--- config.mk ---
export PLATFORM = sky130hd
export DESIGN_NAME = vn_prep
export DESIGN_NICKNAME = d
export VERILOG_FILES = /design/src/hdl/vn_pkg.sv /design/src/hdl/vn_prep.sv
export SDC_FILE = /design/constraint.sdc
export NUM_CORES = 2
export LEC_CHECK = 0
export ABC_AREA = 1
export BUFFER_PORTS_ARGS = -buffer_cell sky130_fd_sc_hd__buf_2
export CAP_MARGIN = 20
export CORE_ASPECT_RATIO = 1.2
export CORE_MARGIN = 3
export CORE_UTILIZATION = 69
export CTS_CLUSTER_DIAMETER = 120
export DETAILED_ROUTE_END_ITERATION = 12
export PLACE_DENSITY = 0.89
export SYNTH_ARGS = -nofsm -noshare
export SYNTH_HDL_FRONTEND = slang
export SYNTH_SLANG_ARGS = --single-unit
--- constraint.sdc ---
create_clock -name clk -period 13.1 [get_ports clk]
set_input_delay 1.31 -clock clk [delete_from_list [all_inputs] [get_ports clk]]
set_output_delay 1.31 -clock clk [all_outputs]
set_load 0.005 [all_outputs]
--- src/hdl/vn_pkg.sv ---
`default_nettype none

package vn_pkg;

  localparam int NUM_LANES = 3;
  localparam int LANE_X    = 0;
  localparam int LANE_Y    = 1;
  localparam int LANE_Z    = 2;

  localparam logic DIM3_RESET = 1'b1;

  // side info that travels with each word down the pipe
  typedef struct packed {
    logic                 zero;
    logic [NUM_LANES-1:0] neg;
  } vn_ctrl_t;

endpackage

`default_nettype wire

--- src/hdl/vn_prep.sv ---
`default_nettype none

module vn_prep import vn_pkg::*; #(
  parameter int COMPONENT_BITS = 16
) (
  input  wire logic                                           clk,
  input  wire logic                                           rst_n,
  input  wire logic                                           in_valid,
  output logic                                                in_ready,
  input  wire logic [NUM_LANES-1:0][COMPONENT_BITS-1:0]       vec,
  input  wire logic                                           dim3,
  output logic                                                out_valid,
  input  wire logic                                           out_ready,
  output logic [2*COMPONENT_BITS-1:0]                         sum_sq,
  output logic [NUM_LANES-1:0][2*COMPONENT_BITS-2:0]          mag_sq,
  output vn_ctrl_t                                            ctrl
);

  localparam int CB  = COMPONENT_BITS;
  localparam int SQW = 2 * CB - 1;
  localparam int SW  = 2 * CB;

  // stage a: capture, z masked in 2-d mode
  logic                            va_r;
  logic                            ready_a;
  logic [NUM_LANES-1:0][CB-1:0]    raw_r;
  logic [NUM_LANES-1:0][CB-1:0]    raw_nxt;

  // stage b: magnitude and square
  logic                            vb_r;
  logic                            ready_b;
  logic [NUM_LANES-1:0][SQW-1:0]   sq_b_r;
  logic [NUM_LANES-1:0][SQW-1:0]   sq_b_nxt;
  logic [NUM_LANES-1:0]            neg_b_r;
  logic [NUM_LANES-1:0]            neg_b_nxt;
  logic [NUM_LANES-1:0][CB-1:0]    mag;
  logic [NUM_LANES-1:0][SW-1:0]    prod;

  // stage c: sum of squares
  logic                            vc_r;
  logic                            ready_c;
  logic [SW-1:0]                   sum_r;
  logic [SW-1:0]                   sum_nxt;
  logic [NUM_LANES-1:0][SQW-1:0]   sq_c_r;
  vn_ctrl_t                        ctrl_r;
  vn_ctrl_t                        ctrl_nxt;

  assign ready_c  = !vc_r || out_ready;
  assign ready_b  = !vb_r || ready_c;
  assign ready_a  = !va_r || ready_b;
  assign in_ready = ready_a;

  always_comb begin
    raw_nxt         = vec;
    raw_nxt[LANE_Z] = dim3 ? vec[LANE_Z] : '0;
  end

  always_comb begin
    for (int l = 0; l < NUM_LANES; l++) begin
      neg_b_nxt[l] = raw_r[l][CB-1];
      mag[l]       = neg_b_nxt[l] ? (~raw_r[l] + CB'(1)) : raw_r[l];
      prod[l]      = mag[l] * mag[l];
      sq_b_nxt[l]  = prod[l][SQW-1:0];
    end
  end

  always_comb begin
    sum_nxt       = SW'(sq_b_r[LANE_X]) + SW'(sq_b_r[LANE_Y]) + SW'(sq_b_r[LANE_Z]);
    ctrl_nxt.zero = (sum_nxt == '0);
    ctrl_nxt.neg  = neg_b_r;
  end

  always_ff @(posedge clk) begin
    if (!rst_n) begin
      va_r <= 1'b0;
      vb_r <= 1'b0;
      vc_r <= 1'b0;
    end else begin
      if (ready_a) va_r <= in_valid;
      if (ready_b) vb_r <= va_r;
      if (ready_c) vc_r <= vb_r;
    end
  end

  always_ff @(posedge clk) begin
    if (ready_a && in_valid) begin
      raw_r <= raw_nxt;
    end
    if (ready_b && va_r) begin
      sq_b_r  <= sq_b_nxt;
      neg_b_r <= neg_b_nxt;
    end
    if (ready_c && vb_r) begin
      sum_r  <= sum_nxt;
      sq_c_r <= sq_b_r;
      ctrl_r <= ctrl_nxt;
    end
  end

  assign out_valid = vc_r;
  assign sum_sq    = sum_r;
  assign mag_sq    = sq_c_r;
  assign ctrl      = ctrl_r;

endmodule

`default_nettype wire

# == Word-level counts from Yosys, hierarchy flattened ==
# Index checks and enable logic that the tools add are counted.
# totals
register_bits,276
in_bits,53
out_inout_bits,131
wordCells,40
# op_classes
add_sub_neg,5
multipliers,3
mux,3
n_bitwise,3
n_reduce_logical,10
# op_table
op,n
16-bit by 16-bit multiplier with 31-bit output,3
"16-bit by 1-bit adder with 16-bit output, second input constant",3
16-bit two-way mux,3
16-bit inverter,3
31-bit by 31-bit adder with 32-bit output,1
32-bit by 31-bit adder with 32-bit output,1
32-bit zero test,1
1-bit logical AND,3
1-bit zero test,3
1-bit logical OR,3

# == Logic depth before layout (Yosys ltp) ==
# logic_depth
word_depth,5
mapped_depth,38
ltp_nobuf,37

# == Least setup slack after synthesis ==
# OpenSTA, ideal clock, no wires.
# synth_timing
path_kind,input port to flip-flop
start,input port out_ready
end,"register ctrl_r (netlist bit ctrl[0]), enable pin"
setup_time_ps,652
arrival_time_ps,7384
required_ps,12448
slack_ps,5063
stages,2
path_buffers,0
path_cell_list,inv_1 a21oi_1
# synth_between
elab_chain_len,2
# synth_lines
element,line,source
from (decl),vn_prep.sv:13,"input wire logic out_ready,"
1-bit logical OR,vn_prep.sv:48,assign ready_c = !vc_r || out_ready;
1-bit logical AND,vn_prep.sv:93,if (ready_c && vb_r) begin
to (signal assigned),vn_prep.sv:96,ctrl_r <= ctrl_nxt;
to (decl),vn_prep.sv:45,vn_ctrl_t ctrl_r;
# Every way passes these cells.
# A chain may end at the register's enable or synchronous reset.

==> run summary <==
Yosys warnings: 0
global-route wire length before repair: 136 mm
post-DR vias/cell: 5.69
final hold viol count: 0
Worst-path clk slew: 0.06 ns
Worst path depth: 30
cell mode on critical path: inv_1
routed wire length: 85.7 mm
Hold Path Class: flop to flop
Fillers: 3123
hold_buf cts: 0
area grow syn2layout: 8.19%
worst clock skew: 0.0155 ns
Synth Area in Compound Gates: 0.0485
Tcrit/Tclk final: 0.597
gr ovfl total: 0
critical path type: flop to flop
fin. max-slew vios: 0
min Tclk post-route: 7.82 ns
#FFs+latches synth: 270
root buf cell: clkbuf_16
CTS max path bufs: 3
layout cell share with drive strength beyond 1: 0.0788
Die Ht: 247 µm
Relative slew margins: 0.240
clock sink count: 270
GPL Wtd Cong: 0.976
largest net degree at the start of global routing: 81
largest family of logic cells by synthesized area: adder cells
CP top delay family: adder cells
Ant. Diodes: 0
Worst-Margin Slew: 1.14 ns
Starting Density: 0.703
Gate Count Post-Synth: 3588
total CTS buffers: 30
# rows: 87
H-Tree Level Count: 1
vias in the first global route: 26600
Max Freq: 128 MHz
cell area after synthesis: 33300 µm²
crit end category: flop
Worst Setup Start Kind: flop
mux cell area share after synthesis: 0
Final setup viols: 0
hold path cells: 0
Die Width: 207 µm
Worst Reg-to-Reg Cells: 30
final setup TNS: 0 ns
Avg WL per Cell: 19.2 µm
Clk Latency, worst-skew pair: 0.60 ns
simple-gate share of the synthesized area: 0.136
register area share after synthesis: 0.243
Residual DRC: 0
Layout Nets: 4691
IO Count: 184
# resized after CTS: 0
CP peak stage delay: 0.50 ns
DR iter-0 viols: 2149
GRT Total Usage: 0.347
die area: 50900 µm²
slowest cell on the critical path: fa_1
run status: finished clean
CP Buf/Inv Count: 9
Synth Area in XOR/XNOR: 0.0310
TritonCTS clock tree: done
ANT nets after route: 0
Syn Area/Cell: 9.28 µm²
RSZ-0062 raised after global routing: false
Core ar.: 47400 µm²
worst-path maximum fanout: 18
via count: 25400
adder-cell share of the synthesized area: 0.430
async set-reset flop share out of synthesis: 0
max cap viols: 0
Post-synth top flop: edfxtp_1
Pre-antenna DRT Iters: 6
initial antenna violation count: 3
port buffer count: 180
# Post-CTS Setup Buffers: 0
Worst EP required: 13.44 ns
number of distinct library cells after synthesis: 53
DP HPWL: 71.0 mm
Worst Path Arrival: 8.16 ns
EDFF count, synth: 267
==> routing by layer <==
metal  part of all wire  vias to the layer above  track usage
met1               0.36                    12300        0.440
met4              0.051                        2        0.149
met3              0.093                      275       0.0550
met2               0.49                     1350        0.596
met5            0.00018                        -            0
li1                   -                    11400            -
==> kinds of logic after synthesis <==
group / Yosys count
AO/OA/AOI/OAI: 286
XOR/XNOR: 114
adder cells (fa/ha/maj): 831
buffers and inverters: 987
flip-flops: 270
other: 2
AND/OR/NAND/NOR: 1098
==> cell type report <==
cell class	instances	area, µm²	share of cell area
inverters	946	3560	0.0987
multi-input cells	2368	21600	0.600
flip-flops and latches	270	8080	0.224
well taps	623	779	0.0216
repair buffers	191	983	0.0273
clock buffers	32	779	0.0216
clock inverters	24	228	0.00632
==> Yosys cell counts, types with 3 or more instances <==
cell | instances | share of area
inv_1 | 920 | 0.10
nand2_1 | 589 | 0.066
fa_1 | 521 | 0.31
nor2_1 | 333 | 0.038
ha_1 | 310 | 0.12
edfxtp_1 | 267 | 0.24
a21oi_1 | 133 | 0.020
o21ai_0 | 77 | 0.012
nand3_1 | 72 | 0.011
xor2_1 | 71 | 0.019
xnor2_1 | 40 | 0.011
nor3_1 | 31 | 0.0047
nand4_1 | 28 | 0.0053
clkbuf_1 | 24 | 0.0027
inv_2 | 22 | 0.0025
a31oi_1 | 16 | 0.0030
a21o_1 | 14 | 0.0032
nand3b_1 | 12 | 0.0027
o21bai_1 | 12 | 0.0027
buf_2 | 11 | 0.0017
o211ai_1 | 8 | 0.0018
or2_2 | 7 | 0.0013
nand2_2 | 6 | 0.0011
o21ai_1 | 6 | 0.00090
buf_4 | 5 | 0.0011
nor2_4 | 5 | 0.0017
a211oi_1 | 4 | 0.00090
nor4_1 | 4 | 0.00075
a221oi_1 | 3 | 0.00079
clkinv_1 | 3 | 0.00034
dfxtp_1 | 3 | 0.0018
nor2_2 | 3 | 0.00056
o21a_1 | 3 | 0.00068
==> worst paths after layout <==
check        startpoint          to  slack, ns
max reg2reg   raw_r[16]  sq_b_r[54]       5.28
max           raw_r[16]  sq_b_r[54]       5.28
min reg2reg  neg_b_r[1]     ctrl[1]       0.42
min          neg_b_r[1]     ctrl[1]       0.42
==> worst reg2reg max path: cells and delay by family (launching register included) <==
kind                     cells  cell delay (ns)
flip-flops                   1             0.49
buffers and inverters        9             1.01
AND/OR/NAND/NOR              6             1.33
adder cells (fa/ha/maj)      8             3.47
XOR/XNOR                     1             0.09
AO/OA/AOI/OAI                6             1.17
==> registers in the layout, summed over array words and instances, names as in the netlist <==
register   flops
neg_b_r        3
out_valid      1
mag_sq        90
va_r           1
neg_b_nxt      3
ctrl           4
raw_r         45
sum_sq        32
vb_r           1
sq_b_r        90
==> layout by cell type, fill, tap and decap left out, types with 3 or more instances in the layout <==
| cell | instances |
|---|---|
| a211oi_1 | 4 |
| a21o_1 | 14 |
| a21oi_1 | 132 |
| a221oi_1 | 3 |
| a31oi_1 | 16 |
| buf_2 | 180 |
| buf_4 | 11 |
| bufinv_16 | 3 |
| clkbuf_16 | 31 |
| clkinv_1 | 7 |
| clkinv_2 | 7 |
| clkinvlp_4 | 4 |
| conb_1 | 39 |
| dfxtp_1 | 3 |
| edfxtp_1 | 267 |
| fa_1 | 521 |
| ha_1 | 310 |
| inv_1 | 918 |
| inv_2 | 23 |
| inv_6 | 3 |
| nand2_1 | 589 |
| nand2_2 | 6 |
| nand3_1 | 72 |
| nand3b_1 | 12 |
| nand4_1 | 28 |
| nor2_1 | 333 |
| nor2_2 | 3 |
| nor2_4 | 5 |
| nor3_1 | 31 |
| nor4_1 | 4 |
| o211ai_1 | 8 |
| o21a_1 | 3 |
| o21ai_0 | 77 |
| o21ai_1 | 6 |
| o21bai_1 | 12 |
| or2_2 | 7 |
| xnor2_1 | 40 |
| xor2_1 | 71 |
==> stage by stage <==
stage          setup slack, ns   util  area [µm²]  instances  hold slack [ns]
2_1_floorplan             5.06      -       33400       3625            0.400
3_3_place_gp              5.61  0.740       35000       4398            0.404
3_5_place_dp              5.48  0.740       35000       4398            0.406
4_1_cts                   5.46  0.761       36000       4454            0.420
5_1_grt                   4.74  0.761       36000       4454            0.435
6_report                  5.28  0.761       36000       4454            0.419
Power is not shown: default switching activity piles up to over one toggle a cycle in this logic, so the estimate is an artifact.
