**src/hdl/vn_pkg.sv**
```systemverilog
`default_nettype none

package vn_pkg;

  localparam int NUM_LANES = 3;
  localparam int LANE_X    = 0;
  localparam int LANE_Y    = 1;
  localparam int LANE_Z    = 2;

  localparam logic DIM3_RESET = 1'b1;

  // side info that travels with each word down the pipe
  typedef struct packed {
    logic                 zero;
    logic [NUM_LANES-1:0] neg;
  } vn_ctrl_t;

endpackage

`default_nettype wire

```
**src/hdl/vn_cell.sv**
```systemverilog
`default_nettype none

// decides one result bit for every lane:
// keeps p = (2r-1)*s and q = (2r-1)^2*s so that trying a bit needs only shifts and adds
module vn_cell import vn_pkg::*; #(
  parameter int COMPONENT_BITS = 16,
  parameter int FRACTION_BITS  = 14,
  parameter int BIT_POS        = 14
) (
  input  wire logic                                                              clk,
  input  wire logic                                                              rst_n,
  input  wire logic                                                              in_valid,
  output logic                                                                   in_ready,
  output logic                                                                   out_valid,
  input  wire logic                                                              out_ready,
  input  wire logic [2*COMPONENT_BITS-1:0]                                       s_i,
  output logic [2*COMPONENT_BITS-1:0]                                            s_o,
  input  wire logic [NUM_LANES-1:0][2*COMPONENT_BITS-2:0]                        m2_i,
  output logic [NUM_LANES-1:0][2*COMPONENT_BITS-2:0]                             m2_o,
  input  wire vn_ctrl_t                                                          ctrl_i,
  output vn_ctrl_t                                                               ctrl_o,
  input  wire logic [NUM_LANES-1:0][FRACTION_BITS:0]                             r_i,
  output logic [NUM_LANES-1:0][FRACTION_BITS:0]                                  r_o,
  input  wire logic [NUM_LANES-1:0][2*COMPONENT_BITS+2*FRACTION_BITS+3:0]        p_i,
  output logic [NUM_LANES-1:0][2*COMPONENT_BITS+2*FRACTION_BITS+3:0]             p_o,
  input  wire logic [NUM_LANES-1:0][2*COMPONENT_BITS+2*FRACTION_BITS+3:0]        q_i,
  output logic [NUM_LANES-1:0][2*COMPONENT_BITS+2*FRACTION_BITS+3:0]             q_o
);

  localparam int RW  = FRACTION_BITS + 1;
  localparam int SW  = 2 * COMPONENT_BITS;
  localparam int SQW = 2 * COMPONENT_BITS - 1;
  localparam int W   = 2 * COMPONENT_BITS + 2 * FRACTION_BITS + 4;

  logic                            valid_r;
  logic [SW-1:0]                   s_r;
  logic [NUM_LANES-1:0][SQW-1:0]   m2_r;
  vn_ctrl_t                        ctrl_r;
  logic [NUM_LANES-1:0][RW-1:0]    r_r;
  logic [NUM_LANES-1:0][W-1:0]     p_r;
  logic [NUM_LANES-1:0][W-1:0]     q_r;

  logic [NUM_LANES-1:0][RW-1:0]    r_nxt;
  logic [NUM_LANES-1:0][W-1:0]     p_nxt;
  logic [NUM_LANES-1:0][W-1:0]     q_nxt;
  logic [W-1:0]                    s_ext;
  logic signed [W-1:0]             q_cand [NUM_LANES];
  logic signed [W-1:0]             m_big  [NUM_LANES];
  logic [NUM_LANES-1:0]            take;

  assign in_ready = !valid_r || out_ready;
  assign s_ext    = {{(W-SW){1'b0}}, s_i};

  always_comb begin
    for (int l = 0; l < NUM_LANES; l++) begin
      q_cand[l] = $signed(q_i[l]) + ($signed(p_i[l]) <<< (BIT_POS + 2))
                + $signed(s_ext << (2 * BIT_POS + 2));
      m_big[l]  = $signed({{(W-SQW){1'b0}}, m2_i[l]} << (2 * FRACTION_BITS + 2));
      // once the top bit is set the result is already full scale
      take[l]   = !r_i[l][RW-1] && (q_cand[l] <= m_big[l]);
      r_nxt[l]  = take[l] ? (r_i[l] | (RW'(1) << BIT_POS)) : r_i[l];
      q_nxt[l]  = take[l] ? q_cand[l] : q_i[l];
      p_nxt[l]  = take[l] ? (p_i[l] + (s_ext << (BIT_POS + 1))) : p_i[l];
    end
  end

  always_ff @(posedge clk) begin
    if (!rst_n) begin
      valid_r <= 1'b0;
    end else if (in_ready) begin
      valid_r <= in_valid;
    end
  end

  always_ff @(posedge clk) begin
    if (in_ready && in_valid) begin
      s_r    <= s_i;
      m2_r   <= m2_i;
      ctrl_r <= ctrl_i;
      r_r    <= r_nxt;
      p_r    <= p_nxt;
      q_r    <= q_nxt;
    end
  end

  assign out_valid = valid_r;
  assign s_o       = s_r;
  assign m2_o      = m2_r;
  assign ctrl_o    = ctrl_r;
  assign r_o       = r_r;
  assign p_o       = p_r;
  assign q_o       = q_r;

endmodule

`default_nettype wire

```
**config.mk**
```make
export PLATFORM = sky130hd
export DESIGN_NAME = vn_cell
export DESIGN_NICKNAME = d
export VERILOG_FILES = /design/src/hdl/vn_pkg.sv /design/src/hdl/vn_cell.sv
export SDC_FILE = /design/constraint.sdc
export NUM_CORES = 1
export LEC_CHECK = 0
export ABC_AREA = 1
export BUFFER_PORTS_ARGS = -buffer_cell sky130_fd_sc_hd__buf_2
export CORE_AREA = 2 2 440 442
export DETAILED_ROUTE_END_ITERATION = 7
export DIE_AREA = 0 0 442 444
export GPL_TIMING_DRIVEN = 0
export PLACE_DENSITY = 0.41
export SYNTH_ARGS = -nofsm -noshare
export SYNTH_HDL_FRONTEND = slang
export SYNTH_SLANG_ARGS = --single-unit
```
**constraint.sdc**
```tcl
create_clock -name clk -period 52.2 [get_ports clk]
set_clock_uncertainty 0.05 [all_clocks]
set_input_delay 5.22 -clock clk [delete_from_list [all_inputs] [get_ports clk]]
set_output_delay 5.22 -clock clk [all_outputs]
set_load 0.1 [all_outputs]
```
# Word-level counts from Yosys, hierarchy flattened
# Index checks and enable logic that the tools add are counted.
word_totals:
  ff_bits: 559
  inputBits: 562
  out_inout_bits: 560
op_classes:
  n_addsub: 9
  order_cmp: 3
  mux: 6
  reduce_logical: 9
ops:
  columns: ["cell", "n"]
  rows:
  - ["$mux W64", 6]
  - ["$add A64 B47 Y64", 3]
  - ["$add A64 B63 Y64", 3]
  - ["$add A64 B64 Y64", 3]
  - ["$le A64 B62 Y1", 3]
  - ["$logic_and A1 B1 Y1", 4]
  - ["$logic_not A1 Y1", 4]
  - ["$logic_or A1 B1 Y1", 1]

# Depth between registers and ports, before layout
depth:
  depth_word: 5
  mapped_depth: 35
  ltp_nobuf: 33

# Worst setup path before layout
# No wires, ideal clock.
synth_timing:
  kind: "in2reg"
  start: "input in_valid"
  end: "register ctrl_r (netlist bit ctrl_o[0]) (enable)"
  setup_time_ns: 1.660
  t_arrival_ns: 31.951
  path_slack_ns: 18.538
  path_stages: 2
  n_path_buf: 0
  cell_sequence: "inv_1 > a21oi_1"
synth_between:
  elab_chain_cells: 1
synth_lines:
  columns: ["element", "line", "rtl"]
  rows:
  - ["start, declared", "vn_cell.sv:12", "input wire logic in_valid,"]
  - ["$logic_and A1 B1 Y1", "vn_cell.sv:76", "if (in_ready && in_valid) begin"]
  - ["end signal, assigned", "vn_cell.sv:79", "ctrl_r <= ctrl_i;"]
  - ["end, declared", "vn_cell.sv:38", "vn_ctrl_t ctrl_r;"]
# Every way passes these cells.
# A chain may end at the register's enable or synchronous reset.

==> impl_results.md <==
* Mean post-synth cell area at ~8.5 µm²
* Main combinational cell family by area after synthesis: simple AND/OR/NAND/NOR gates
* WL final at between 200,000 and 250,000 µm
* Clock Tree Root: clkbuf_16
* Antenna violations before repair at 52
* Final period utilization at approximately 24%
* Crit-path max FO at 10
* IO buf count at 1,118
* Post-synth top area cell: edfxtp_1
* Number of enable flip-flop cells after synthesis at 558
* Adder-Cell Fraction of Synth Area at approximately 16%
* Simple-gate area share of the yosys netlist at a little under a quarter
* Top_reg_cell synth: edfxtp_1
* Final core utilization at approximately 28%
* Worst Setup Start Kind: primary input
* Asr flop ratio synth at 0%
* Fin nets at about 7,200
* Post-DRT Antenna Nets at 0
* Io pins at roughly 1,100
* Worst-Skew Late Latency at 0.72 ns
* Top post-synthesis cells by area: edfxtp_1 40%, nand2_1 12%, ha_1 11%, inv_1 5.1%, fa_1 4.8%
* Total congestion overflow at 0
* Worst Hold Path EP: out_valid
* Leak pwr at roughly 25 nW
* Slowest Stage Delay on Critical Path at roughly 0.75 ns
* Syn Nets at 6,013
* Switching Fraction at between 50% and 60%
* Gr usage total at roughly 23%
* CP max stage cell: buf_2
* Hold_buf cts at 0
* CTS tree: built
* Yosys cell types at 58
* Die Y at about 440 µm
* P per Cell Area at about 43 mW/mm²
* Synthesis-stage register bit count at 559
* Post-CTS resize count at 0
* Xor/xnor cell area share of the yosys netlist at under 10%
* Seq pwr share at about a quarter
* Fill cells at between 20,000 and 25,000
* Total number of vias at between 40,000 and 50,000
* Slew Limit Fails at 0
* Fin Setup TNS at 0 ns
* Internal power at approximately 1.1 mW
* Layout cell share with drive strength beyond 1 at ~22%
* Crit Path Class: in2reg
* Reg clk slew, reported paths at 0.06 ns
* Clk sinks at approximately 560
* Mux share of post-synthesis cell area at 0%
* Critical Path Sink Type: flip-flop
* Reg-to-Reg Start: out_valid
* R2r worst-path depth at 8
* Routability cong. at about 0.94
* First-pass GRT wire length at roughly 310,000 µm
* Placeable Area at between 0.15 and 0.2 mm²
* Comb power frac at between 50% and 60%
* Largest delay share family, worst path: simple AND/OR/NAND/NOR gates
* Die width at roughly 440 µm
* Hold path startpoint: out_valid
* Worst slew pin tran at 1.08 ns
* VDD IR max at between 0.02 and 0.03 mV
* Most frequent cell after synthesis: nand2_1
* Cell Area, Synth at approximately 0.042 mm²
* Post-synth top cells: 1,306 x nand2_1, 576 x inv_1, 558 x edfxtp_1
* Seq/Total Area, Yosys at between 30 and 40%
* Reg2reg end: ctrl_o[2]
* Placed Instances at approximately 8,600
* Max Cap Viol at 0
* Tot Pwr at around 2.3 mW
* Slew margin rel. at 28.2%
* Clock share of power at between 20% and 30%
* RSZ-0062 raised after global routing: false
* HPWL Detailed at between 150,000 and 200,000 µm
* Vias per cell at around 4.6
* DR iter-0 viols at a little over 3,000
* Area share of the largest cell type after synthesis at 39.8%
* H-tree levels at 3
* DRC Markers at 0
* Syn-to-layout area delta at 27.9%
* Minimum clock period at roughly 13 ns
* Worst hold stages at 2
* Buf/Inv on CP at 3
* Die ar. at approximately 0.20 mm²
* Most used cell, CP: nand2_1
* Synth Area in Compound Gates at 9.40%
* Post-place setup slack at between 30 and 40 ns
* Starting density of the core at 22.0%
* Largest net degree at the start of global routing at 29
* Setup Fix Bufs, Post-CTS at 0
* WL/cell at 26.2 µm
* Number of global-route vias before repair at roughly 40,000
* Fin. Hold Viols at 0
* Register area at ~0.017 mm²
* Worst EP arrival at between 10 and 15 ns
* Layout Cells excl Fill at 8,793
* Synth Instances at 4,977
* Required @ worst endpoint at ~53 ns
* Row Count at around 160
* Initial DRT Pass Iterations at 6
* Status: completed
* Multi-input gate area at about 0.023 mm²
* Clk buf depth at 3
* HP Class: reg2reg
* Yosys warnings at 0
* Fmax at between 70 and 80 MHz
* Worst setup margin at ~39 ns
* Internal reg-to-reg setup slack at between 40 and 50 ns
* Final setup viols at 0
* CTS Buf Count at between 70 and 80
* Switching power at around 1.2 mW
metal layers:
metal | GRT usage, % | vias to the layer above | routed length, µm
li1 | - | 19300 | -
met1 | 26.5 | 19700 | 91600
met2 | 40.1 | 1410 | 115000
met3 | 4.43 | 312 | 13600
met4 | 9.70 | 10 | 10100
met5 | 0 | - | 66
cell usage in the layout (no fill, tap or decap), drive strengths merged, types with 5 or more instances in the layout:
| cell | count |
|---|---|
| nor4 | 28 |
| diode | 15 |
| bufinv | 7 |
| o221ai | 6 |
| a21oi | 384 |
| nand3b | 25 |
| o21a | 28 |
| clkbuf | 116 |
| nor2 | 395 |
| o211ai | 13 |
| a211oi | 6 |
| ha | 372 |
| a21o | 13 |
| nor3 | 60 |
| o21ai | 161 |
| inv | 601 |
| xor2 | 158 |
| o21bai | 20 |
| a21boi | 8 |
| clkinvlp | 5 |
| nand3 | 390 |
| edfxtp | 558 |
| nand2 | 1313 |
| nand4 | 52 |
| a31oi | 49 |
| xnor2 | 108 |
| fa | 102 |
| o31ai | 7 |
| buf | 1206 |
| and3 | 5 |
| clkinv | 30 |
logic make-up after synthesis:
group | Yosys count
buf+inv | 690
flops | 559
fa+ha+maj | 474
simple gates | 2279
xor+xnor | 266
compound gates | 709
how the worst max path moves through the flow:
| stage | cells past startpoint | slack, ns | start | endpoint |
|---|---|---|---|---|
| floorplan | 2 | 18.54 | in_valid | ctrl_o[0] |
| global placement | 3 | 1.71 | in_valid | p_o[138] |
| detailed placement | 31 | 38.70 | s_i[0] | p_o[152] |
| CTS | 31 | 39.45 | s_i[0] | p_o[152] |
| global route | 31 | 39.16 | s_i[3] | p_o[152] |
| finish | 31 | 39.49 | s_i[0] | p_o[152] |
power by group through the flow:
stage | combinational, mW | sequential [mW] | clock [mW]
after floorplan | 0.449 | 0.987 | 0
after global placement | 1.16 | 0.638 | 0
after detailed placement | 1.17 | 0.593 | 0
after CTS | 1.17 | 0.585 | 0.556
after global routing | 1.25 | 0.589 | 0.569
final | 1.17 | 0.584 | 0.536
worst register-to-register path, delay by kind of cell, from the launching register on:
kind            cells  cell delay [ns]
compound gates      1             0.31
buf+inv             7             1.61
flops               1             0.34
registers in the layout, summed over array words and instances, names as in the netlist:
| name | flops |
|---|---|
| p_o | 192 |
| q_o | 192 |
| m2_o | 93 |
| r_o | 45 |
| s_o | 32 |
| ctrl_o | 4 |
| out_valid | 1 |
layout make-up:
cell class | instances | share of cell area [%]
buffer | 94 | 0.978
timing repair buffer | 1142 | 11.3
clock buffer | 86 | 3.60
sequential | 559 | 31.1
multi-input combinational | 3728 | 41.9
inverter | 596 | 4.15
tap | 2526 | 5.87
antenna | 15 | 0.0697
clock inverter | 47 | 0.948
through the flow:
stage	area (µm²)	hold slack (ns)
2_1_floorplan	42100	1.65
3_3_place_gp	50900	0.438
3_5_place_dp	51400	0.493
4_1_cts	53800	0.505
5_1_grt	53900	0.550
6_report	53900	0.498
No activity file was read; power rests on OpenSTA's default activity.
